<file path="config.mk">
export PLATFORM = sky130hd
export DESIGN_NAME = sorted_weighted_auc_top
export DESIGN_NICKNAME = d
export VERILOG_FILES = /design/src/rtl/swauc_pkg.sv /design/src/rtl/sorted_weighted_auc_top.sv
export SDC_FILE = /design/constraint.sdc
export NUM_CORES = 2
export LEC_CHECK = 0
export BUFFER_PORTS_ARGS = -buffer_cell sky130_fd_sc_hd__buf_2
export CAP_MARGIN = 40
export CORE_ASPECT_RATIO = 1.4
export CORE_UTILIZATION = 59
export CTS_BUF_LIST = sky130_fd_sc_hd__clkbuf_16
export DETAILED_ROUTE_END_ITERATION = 7
export PLACE_DENSITY = 0.81
export RECOVER_POWER = 100
export SKIP_CTS_REPAIR_TIMING = 1
export SLEW_MARGIN = 10
export SYNTH_ARGS = -nofsm -noshare
export SYNTH_HDL_FRONTEND = slang
export SYNTH_SLANG_ARGS = --single-unit
</file>
<file path="constraint.sdc">
create_clock -name i_clk -period 13.9 [get_ports i_clk]
set_input_delay 2.78 -clock i_clk [delete_from_list [all_inputs] [get_ports i_clk]]
set_output_delay 2.78 -clock i_clk [all_outputs]
set_load 0.005 [all_outputs]
</file>
<file path="src/rtl/swauc_pkg.sv">
// ----------------------------------------------------------------------------
// swauc_pkg
// Types and constants shared by the weighted AUC block.
// ----------------------------------------------------------------------------
`default_nettype none

package swauc_pkg;

    localparam int COUNT_BITS    = 24;
    localparam int FRACTION_BITS = 16;
    localparam int SCORE_BITS    = 32;
    localparam int WEIGHT_BITS   = 16;
    localparam int TOTAL_BITS    = 2 * COUNT_BITS + 1;
    localparam int AUC_BITS      = FRACTION_BITS + 1;

    typedef struct packed {
        logic [SCORE_BITS-1:0]  score;
        logic                   is_case;
        logic [WEIGHT_BITS-1:0] weight;
        logic                   last_item;
    } t_in_beat;

    typedef struct packed {
        logic [AUC_BITS-1:0]   auc_fraction;
        logic [TOTAL_BITS-1:0] twice_statistic;
        logic [COUNT_BITS-1:0] control_total;
        logic [COUNT_BITS-1:0] case_total;
        logic                  undefined;
        logic                  overflowed;
    } t_out_beat;

    typedef enum logic [4:0] {
        S_IDLE = 5'b00001,
        S_DEN  = 5'b00010,
        S_CHK  = 5'b00100,
        S_DIV  = 5'b01000,
        S_DONE = 5'b10000
    } t_state;

endpackage

`default_nettype wire

</file>
<file path="src/rtl/sorted_weighted_auc_top.sv">
// ----------------------------------------------------------------------------
// sorted_weighted_auc_top
// Weighted Mann-Whitney AUC over a score-sorted sample stream.
//
//  Channel | Direction | Handshake                    | Payload
//  --------+-----------+------------------------------+-----------------------
//  in      | input     | i_in_valid / o_in_ready      | i_in_data  (t_in_beat)
//  out     | output    | o_out_valid / i_out_ready    | o_out_data (t_out_beat)
//
//  Samples are accepted back to back while idle; one multiplier, shared with the denominator
//  product, updates the doubled total on the accepting edge.
//  A last_item beat runs the denominator product, a range check and FRACTION_BITS
//  shift-subtract steps; an empty class or a ratio of at least one skips the division.
//  Input stays stalled until the result is loaded, which also waits for a held result.
//  Reset is synchronous and clears all accumulators.
// ----------------------------------------------------------------------------
`default_nettype none

module sorted_weighted_auc_top
    import swauc_pkg::*;
(
    input  wire logic      i_clk,
    input  wire logic      i_rst_n,
    input  wire logic      i_in_valid,
    output logic           o_in_ready,
    input  wire t_in_beat  i_in_data,
    output logic           o_out_valid,
    input  wire logic      i_out_ready,
    output t_out_beat      o_out_data
);

    localparam int ITER_BITS = $clog2(FRACTION_BITS);
    localparam int MUL_A     = COUNT_BITS + 1;
    localparam int PROD_BITS = MUL_A + COUNT_BITS;
    localparam logic [COUNT_BITS-1:0] COUNT_MAX = '1;
    localparam logic [TOTAL_BITS-1:0] TOTAL_MAX = '1;
    localparam logic [ITER_BITS-1:0]  ITER_LAST = ITER_BITS'(FRACTION_BITS - 1);
    localparam logic [AUC_BITS-1:0]   AUC_ONE   = AUC_BITS'(1) << FRACTION_BITS;

    t_state                r_state, n_state;
    logic [SCORE_BITS-1:0] r_last_score, n_last_score;
    logic                  r_seen, n_seen;
    logic [COUNT_BITS-1:0] r_ctrl, n_ctrl;
    logic [COUNT_BITS-1:0] r_tie, n_tie;
    logic [COUNT_BITS-1:0] r_cases, n_cases;
    logic [TOTAL_BITS-1:0] r_total, n_total;
    logic                  r_ovf, n_ovf;
    logic [TOTAL_BITS-1:0] r_den, n_den;
    logic [TOTAL_BITS-1:0] r_rem, n_rem;
    logic [AUC_BITS-1:0]   r_q, n_q;
    logic                  r_undef, n_undef;
    logic [ITER_BITS-1:0]  r_iter, n_iter;
    logic                  r_out_valid, n_out_valid;
    t_out_beat             r_out, n_out;

    logic                  accept;
    logic                  tie_hit;
    logic [COUNT_BITS-1:0] tie_used;
    logic [MUL_A-1:0]      mul_a;
    logic [COUNT_BITS-1:0] mul_b;
    logic [PROD_BITS-1:0]  prod;
    logic [TOTAL_BITS:0]   total_sum;
    logic [COUNT_BITS:0]   cases_sum;
    logic [COUNT_BITS:0]   ctrl_sum;
    logic [COUNT_BITS:0]   tie_sum;
    logic [COUNT_BITS-1:0] tie_base;
    logic                  new_score;
    logic [TOTAL_BITS:0]   rem_shift;
    logic                  out_free;

    assign o_in_ready  = (r_state == S_IDLE);
    assign accept      = i_in_valid && o_in_ready;
    assign o_out_valid = r_out_valid;
    assign o_out_data  = r_out;
    assign out_free    = !r_out_valid || i_out_ready;

    assign tie_hit   = r_seen && (i_in_data.score == r_last_score);
    assign tie_used  = tie_hit ? r_tie : '0;
    assign new_score = !tie_hit;
    assign tie_base  = new_score ? '0 : r_tie;

    // shared multiplier: per-case increment, else the denominator product
    always_comb begin
        if (r_state == S_DEN) begin
            mul_a = {1'b0, r_ctrl};
            mul_b = r_cases;
        end else begin
            mul_a = {r_ctrl, 1'b0} - {1'b0, tie_used};
            mul_b = COUNT_BITS'(i_in_data.weight);
        end
    end
    assign prod = mul_a * mul_b;

    assign total_sum = {1'b0, r_total} + (TOTAL_BITS + 1)'(prod);
    assign cases_sum = {1'b0, r_cases} + (COUNT_BITS + 1)'(i_in_data.weight);
    assign ctrl_sum  = {1'b0, r_ctrl} + (COUNT_BITS + 1)'(i_in_data.weight);
    assign tie_sum   = {1'b0, tie_base} + (COUNT_BITS + 1)'(i_in_data.weight);
    assign rem_shift = {r_rem, 1'b0};

    always_comb begin
        n_state      = r_state;
        n_last_score = r_last_score;
        n_seen       = r_seen;
        n_ctrl       = r_ctrl;
        n_tie        = r_tie;
        n_cases      = r_cases;
        n_total      = r_total;
        n_ovf        = r_ovf;
        n_den        = r_den;
        n_rem        = r_rem;
        n_q          = r_q;
        n_undef      = r_undef;
        n_iter       = r_iter;
        n_out_valid  = r_out_valid && !i_out_ready;
        n_out        = r_out;

        unique case (r_state)
            S_IDLE: begin
                if (accept) begin
                    if (i_in_data.weight != '0) begin
                        if (i_in_data.is_case) begin
                            if (total_sum > {1'b0, TOTAL_MAX}) begin
                                n_total = TOTAL_MAX;
                                n_ovf   = 1'b1;
                            end else begin
                                n_total = total_sum[TOTAL_BITS-1:0];
                            end
                            if (cases_sum[COUNT_BITS]) begin
                                n_cases = COUNT_MAX;
                                n_ovf   = 1'b1;
                            end else begin
                                n_cases = cases_sum[COUNT_BITS-1:0];
                            end
                        end else begin
                            n_last_score = i_in_data.score;
                            n_seen       = 1'b1;
                            if (tie_sum[COUNT_BITS]) begin
                                n_tie = COUNT_MAX;
                                n_ovf = 1'b1;
                            end else begin
                                n_tie = tie_sum[COUNT_BITS-1:0];
                            end
                            if (ctrl_sum[COUNT_BITS]) begin
                                n_ctrl = COUNT_MAX;
                                n_ovf  = 1'b1;
                            end else begin
                                n_ctrl = ctrl_sum[COUNT_BITS-1:0];
                            end
                        end
                    end
                    if (i_in_data.last_item) begin
                        n_state = S_DEN;
                    end
                end
            end
            S_DEN: begin
                n_den   = {prod[TOTAL_BITS-2:0], 1'b0};
                n_rem   = r_total;
                n_undef = (r_ctrl == '0) || (r_cases == '0);
                n_state = S_CHK;
            end
            S_CHK: begin
                n_iter = '0;
                if (r_undef) begin
                    n_q     = '0;
                    n_state = S_DONE;
                end else if (r_rem >= r_den) begin
                    n_q     = AUC_ONE;
                    n_state = S_DONE;
                end else begin
                    n_q     = '0;
                    n_state = S_DIV;
                end
            end
            S_DIV: begin
                if (rem_shift >= {1'b0, r_den}) begin
                    n_rem = TOTAL_BITS'(rem_shift - {1'b0, r_den});
                    n_q   = {r_q[AUC_BITS-2:0], 1'b1};
                end else begin
                    n_rem = rem_shift[TOTAL_BITS-1:0];
                    n_q   = {r_q[AUC_BITS-2:0], 1'b0};
                end
                n_iter = r_iter + 1'b1;
                if (r_iter == ITER_LAST) begin
                    n_state = S_DONE;
                end
            end
            S_DONE: begin
                if (out_free) begin
                    n_out.auc_fraction    = r_q;
                    n_out.twice_statistic = r_total;
                    n_out.control_total   = r_ctrl;
                    n_out.case_total      = r_cases;
                    n_out.undefined       = r_undef;
                    n_out.overflowed      = r_ovf;
                    n_out_valid           = 1'b1;
                    n_last_score          = '0;
                    n_seen                = 1'b0;
                    n_ctrl                = '0;
                    n_tie                 = '0;
                    n_cases               = '0;
                    n_total               = '0;
                    n_ovf                 = 1'b0;
                    n_state               = S_IDLE;
                end
            end
            default: begin
                n_state = S_IDLE;
            end
        endcase
    end

    always_ff @(posedge i_clk) begin
        if (!i_rst_n) begin
            r_state      <= S_IDLE;
            r_last_score <= '0;
            r_seen       <= 1'b0;
            r_ctrl       <= '0;
            r_tie        <= '0;
            r_cases      <= '0;
            r_total      <= '0;
            r_ovf        <= 1'b0;
            r_undef      <= 1'b0;
            r_iter       <= '0;
            r_out_valid  <= 1'b0;
        end else begin
            r_state      <= n_state;
            r_last_score <= n_last_score;
            r_seen       <= n_seen;
            r_ctrl       <= n_ctrl;
            r_tie        <= n_tie;
            r_cases      <= n_cases;
            r_total      <= n_total;
            r_ovf        <= n_ovf;
            r_undef      <= n_undef;
            r_iter       <= n_iter;
            r_out_valid  <= n_out_valid;
        end
    end

    always_ff @(posedge i_clk) begin
        r_den <= n_den;
        r_rem <= n_rem;
        r_q   <= n_q;
        r_out <= n_out;
    end

endmodule

`default_nettype wire
</file>
Word level (Yosys, flattened, before mapping)
Index checks and enable logic that the tools add are counted.

storage, ports and cells
  register bits = 396
  memory bits (writable) = 0
  logic and storage cells = 124
  memory bits (read-only) = 0
  memories kept = 0
  input port bits = 54
  output and inout port bits = 118
  latch bits = 0

cells by class
  div/mod/pow operators = 0
  shift operators = 0
  $mul = 1
  eq/ne operators = 16
  order comparisons = 3
  $add $sub $neg = 7
  reduce and logical (&&, ||, !) cells = 18
  muxes and demuxes = 59
  bitwise logic cells = 0

operators with widths
  kind                    count
  $mux W24                15
  $mux W49                6
  $pmux W49 S2            2
  $pmux W24 S2            3
  $mux W32                4
  $add A24 B16 Y25        3
  $pmux W32 S2            1
  $add A49 B49 Y50        1
  $ge A50 B49 Y1          1
  $gt A50 B49 Y1 const B  1
  $ge A49 B49 Y1          1
  $mul A25 B24 Y49        1
  $sub A49 B49 Y49        1
  $logic_not A24 Y1       2
  $mux W17                2
  $pmux W17 S2            1
  $eq A32 B32 Y1          1
  $mux W5                 6
  $mux W25                1
  $pmux W5 S5             1
  $sub A25 B24 Y25        1
  $reduce_bool A16 Y1     1
  $mux W1                 14
  $reduce_and A5 Y1       2
  20 further kinds        32

Longest topological paths before layout
  depth in word-level cells = 14
  mapped depth = 57
  mapped depth without buffers = 51

Worst setup path after synthesis
OpenSTA, ideal clock, no wires.

  path kind = input to register
  start point = input port i_in_data[44] in the netlist's numbering
  end point = register r_total[24]
  stages on the path = 56
  arrival = 14.717 ns
  path buffers = 6
  slack = -0.895 ns
  setup time = 0.078 ns
  data required time = 13.822 ns
  cells stage by stage = xnor2_1 > nand4_1 > nor4_2 > and3_1 > clkbuf_1 > clkbuf_1 > nand2_1 > fa_1 > a21o_1 > a21o_1 > a32oi_1 > a21oi_1 > a41oi_2 > nand2b_1 > a21o_1 > xor2_1 > mux2i_1 > buf_2 > [... 20 more ...] > nand2b_1 > a211oi_1 > nor3_1 > o21bai_1 > a21oi_1 > xnor2_1 > ha_1 > clkbuf_1 > nand2_1 > nor3_1 > nand2_1 > or3_1 > a31oi_1 > o21ai_0 > a21oi_1 > buf_2 > nor3_1 > nor3_1

on the way
  word-level cells in the longest chain between the ends = 13

RTL lines
  what                  RTL line                        source
  from (decl)           sorted_weighted_auc_top.sv:26   input wire t_in_beat i_in_data,
  $eq A32 B32 Y1        sorted_weighted_auc_top.sv:77   assign tie_hit = r_seen && (i_in_data.score == r_last_score);
  $logic_and A1 B1 Y1   sorted_weighted_auc_top.sv:77
  $mux W24              sorted_weighted_auc_top.sv:78   assign tie_used = tie_hit ? r_tie : '0;
  $sub A25 B24 Y25      sorted_weighted_auc_top.sv:88   mul_a = {r_ctrl, 1'b0} - {1'b0, tie_used};
  $mux W25              sorted_weighted_auc_top.sv:84   if (r_state == S_DEN) begin
  $mul A25 B24 Y49      sorted_weighted_auc_top.sv:92   assign prod = mul_a * mul_b;
  via prod[33]          sorted_weighted_auc_top.sv:61   logic [PROD_BITS-1:0] prod;
  $add A49 B49 Y50      sorted_weighted_auc_top.sv:94   assign total_sum = {1'b0, r_total} + (TOTAL_BITS + 1)'(prod);
  $gt A50 B49 Y1        sorted_weighted_auc_top.sv:122  if (total_sum > {1'b0, TOTAL_MAX}) begin
  $mux W49              sorted_weighted_auc_top.sv:122
  $mux W49              sorted_weighted_auc_top.sv:121  if (i_in_data.is_case) begin
  $mux W49              sorted_weighted_auc_top.sv:120  if (i_in_data.weight != '0) begin
  $mux W49              sorted_weighted_auc_top.sv:119  if (accept) begin
  $pmux W49 S2          sorted_weighted_auc_top.sv:117  unique case (r_state)
  to (signal assigned)  sorted_weighted_auc_top.sv:233  r_total <= n_total;
  to (decl)             sorted_weighted_auc_top.sv:46   logic [TOTAL_BITS-1:0] r_total, n_total;

The timed path passes the listed nets, and every way through them passes these cells. The select of a mux whose other input is x is not followed.
A chain may end at the register's enable or synchronous reset.

Worst setup path in the final report
  start point = input port i_in_data[37] in the netlist's numbering
  end point = register r_total[31]

The elaborated chain is that of the path after synthesis.

==> metrics.yaml <==
dr.pass1.iters: 6
finalClockSkew_ps: 39.43
start_util_pct: 59.73
rows: 119
worst_pin_slew_ps: 3614
cts-root-buf: "clkbuf_16"
dp_hpwl_microns: 110800
cp.required_ps: 14380
hp-class: "reg -> reg"
nFillCells: 5791
ys_ff_latch: 396
syn-cell-area_sq_um: 45090
worstSkewPairLatency_ps: 610
num-nets-final: 6586
ant_nets: 0
max_stage_delay_ps: 540
slew_violations: 178
globalplace.congestion: 1.005
dp_worst_setup_slack_ps: -1058
endpoint_kind: "register"
area_delta_synth_final_pct: 17.26
ys_warn_count: 0
status: "complete, but fails checks"
antenna_found_initial: 8
clk_pin_slew_ps: 70
worst_setup_path_start_kind: "input port"
finalCritPeriodShare_pct: 100.2
reg2regPathDepth: 53
routed_wirelength_microns: 141300
synth_area_leaders: "fa_1 (23%), edfxtp_1 (15%), ha_1 (11%)"
crit_top_cell: "fa_1"
grt_max_degree: 88
clockBufferDepth: 3
vias: 39840
grt_use_total_pct: 35.50
drive_above_1_share_pct: 16.83
hold_depth: 0
yosysUniqueCellTypes: 88
grt_pass1_wl_microns: 213400
hold_violations: 0
yosysSeqAreaShare_pct: 22.69
rsz0062_at_grt: "yes"
setup_ws_ps: -24.10
synth_top_area_share_pct: 22.64
cts_tree: "done"
drv_cap: 3
violations: "capacitance limit, slew limit, setup timing"
fmax_ghz: 0.07182
netlist_instances: 5137
die_area_sq_um: 77550
synth_top_area_cell: "fa_1"
portBuffers: 171
syn_avg_cell_area_sq_um: 8.778
dieWidth_microns: 235.6
multi_input_comb_area_sq_um: 32450
seqCellArea_sq_um: 10230
path_class: "in -> reg"
synthTopCellsByCount: "inv_1 (670), nand2_1 (604), fa_1 (510), nor2_1 (466), ha_1 (393)"
vias_per_cell: 6.004
yosysMostFrequentCell: "inv_1"
core_sq_um: 75490
synth_edf_count: 230
min_period_ps: 13920
htree_levels: 2
cts_sinks: 396
drt_iter0_drc: 3017
die_y_microns: 329.1
route.detailed.drc: 0
avgRoutedWirePerCell_microns: 21.30
grt_pass1_vias: 40150
worstPathArrival_ps: 14410
setup_viol: 2
max_slew_margin_pct: -140.9
io_pins: 172
async_flop_share_pct: 0
synth-main-ff-cell: "edfxtp_1"
crit_fanout: 8
cts_inserted_buffers: 42
grt_overflow: 0
slowest_stage: "fa_1"
==> through the flow <==
step                      instances  util, %  hold slack (ps)  instance area [sq um]  setup TNS, ps
final                          6635    70.04            431.1                  52870         -42.55
after global routing           6633    70.03            447.8                  52870         -17900
after floorplan                5143        -            400.3                  45290              0
after global placement         6507    66.32            404.8                  50060         -33990
after detailed placement       6517    66.56            404.5                  50240         -47550
after CTS                      6594    68.37            431.6                  51610         -17070
==> layer usage <==
metal / vias to the layer above / track usage (%) / wire (microns)
li1: 18140 / - / -
met1: 19200 / 39.10 / 49440
met2: 1894 / 61.44 / 67750
met3: 607 / 7.224 / 11670
met4: 4 / 25.19 / 12390
met5: - / 0 / 81
==> cells by family (layout without fill, tap and decap cells) <==
logic type	Yosys count	in the layout	share of synthesized area (%)
buffers and inverters	917	1436	7.722
other	2	13	0.01665
XOR/XNOR	208	208	4.040
multiplexers	45	45	1.060
AND/OR/NAND/NOR	1677	1677	17.10
flip-flops	396	396	22.69
adder cells (fa/ha/maj)	903	903	33.55
AO/OA/AOI/OAI	989	989	13.83
==> critical path: cells and delay by family <==
| kind | cells | cell delay, ps |
|---|---|---|
| fa+ha+maj | 10 | 4350 |
| xor+xnor | 2 | 260 |
| compound gates | 22 | 4080 |
| buf+inv | 13 | 1560 |
| simple gates | 7 | 1350 |
==> state kept, by name, summed over array words and instances (netlist names), 4 cells and up <==
register,cells
o_out_data,116
r_cases,24
r_ctrl,24
r_den,48
r_iter,4
r_last_score,32
r_q,17
r_rem,49
r_state,5
r_tie,24
r_total,49
==> worst paths after layout <==
kind | to | start | slack, ps
setup reg to reg | r_total[31] | r_last_score[19] | 1900
hold / removal | o_out_data[115] | r_q[16] | 430
hold reg to reg | o_out_data[115] | r_q[16] | 430
setup / recovery | r_total[31] | i_in_data[37] | -20
==> cells in the final DEF, fill, tap and decap left out, types with 106 or more instances in the layout <==
| cell | n |
|---|---|
| nor2_1 | 456 |
| a21oi_1 | 263 |
| o21ai_0 | 210 |
| xnor2_1 | 131 |
| inv_1 | 672 |
| dfxtp_1 | 166 |
| a21o_1 | 146 |
| buf_4 | 456 |
| and3_1 | 122 |
| nand2_1 | 595 |
| edfxtp_1 | 230 |
| ha_1 | 373 |
| fa_1 | 497 |
| nand3_1 | 106 |
| buf_2 | 167 |
==> final cells by class <==
type	count	share of cell area [%]
repair buffers	686	9.605
flip-flops and latches	396	19.35
inverters	673	4.783
diodes	5	0.02366
multi-input cells	3830	61.37
well taps	968	2.291
clock inverters	34	0.5466
clock buffers	43	2.035
Power is not shown: default switching activity piles up to over one toggle a cycle in this logic, so the estimate is an artifact.
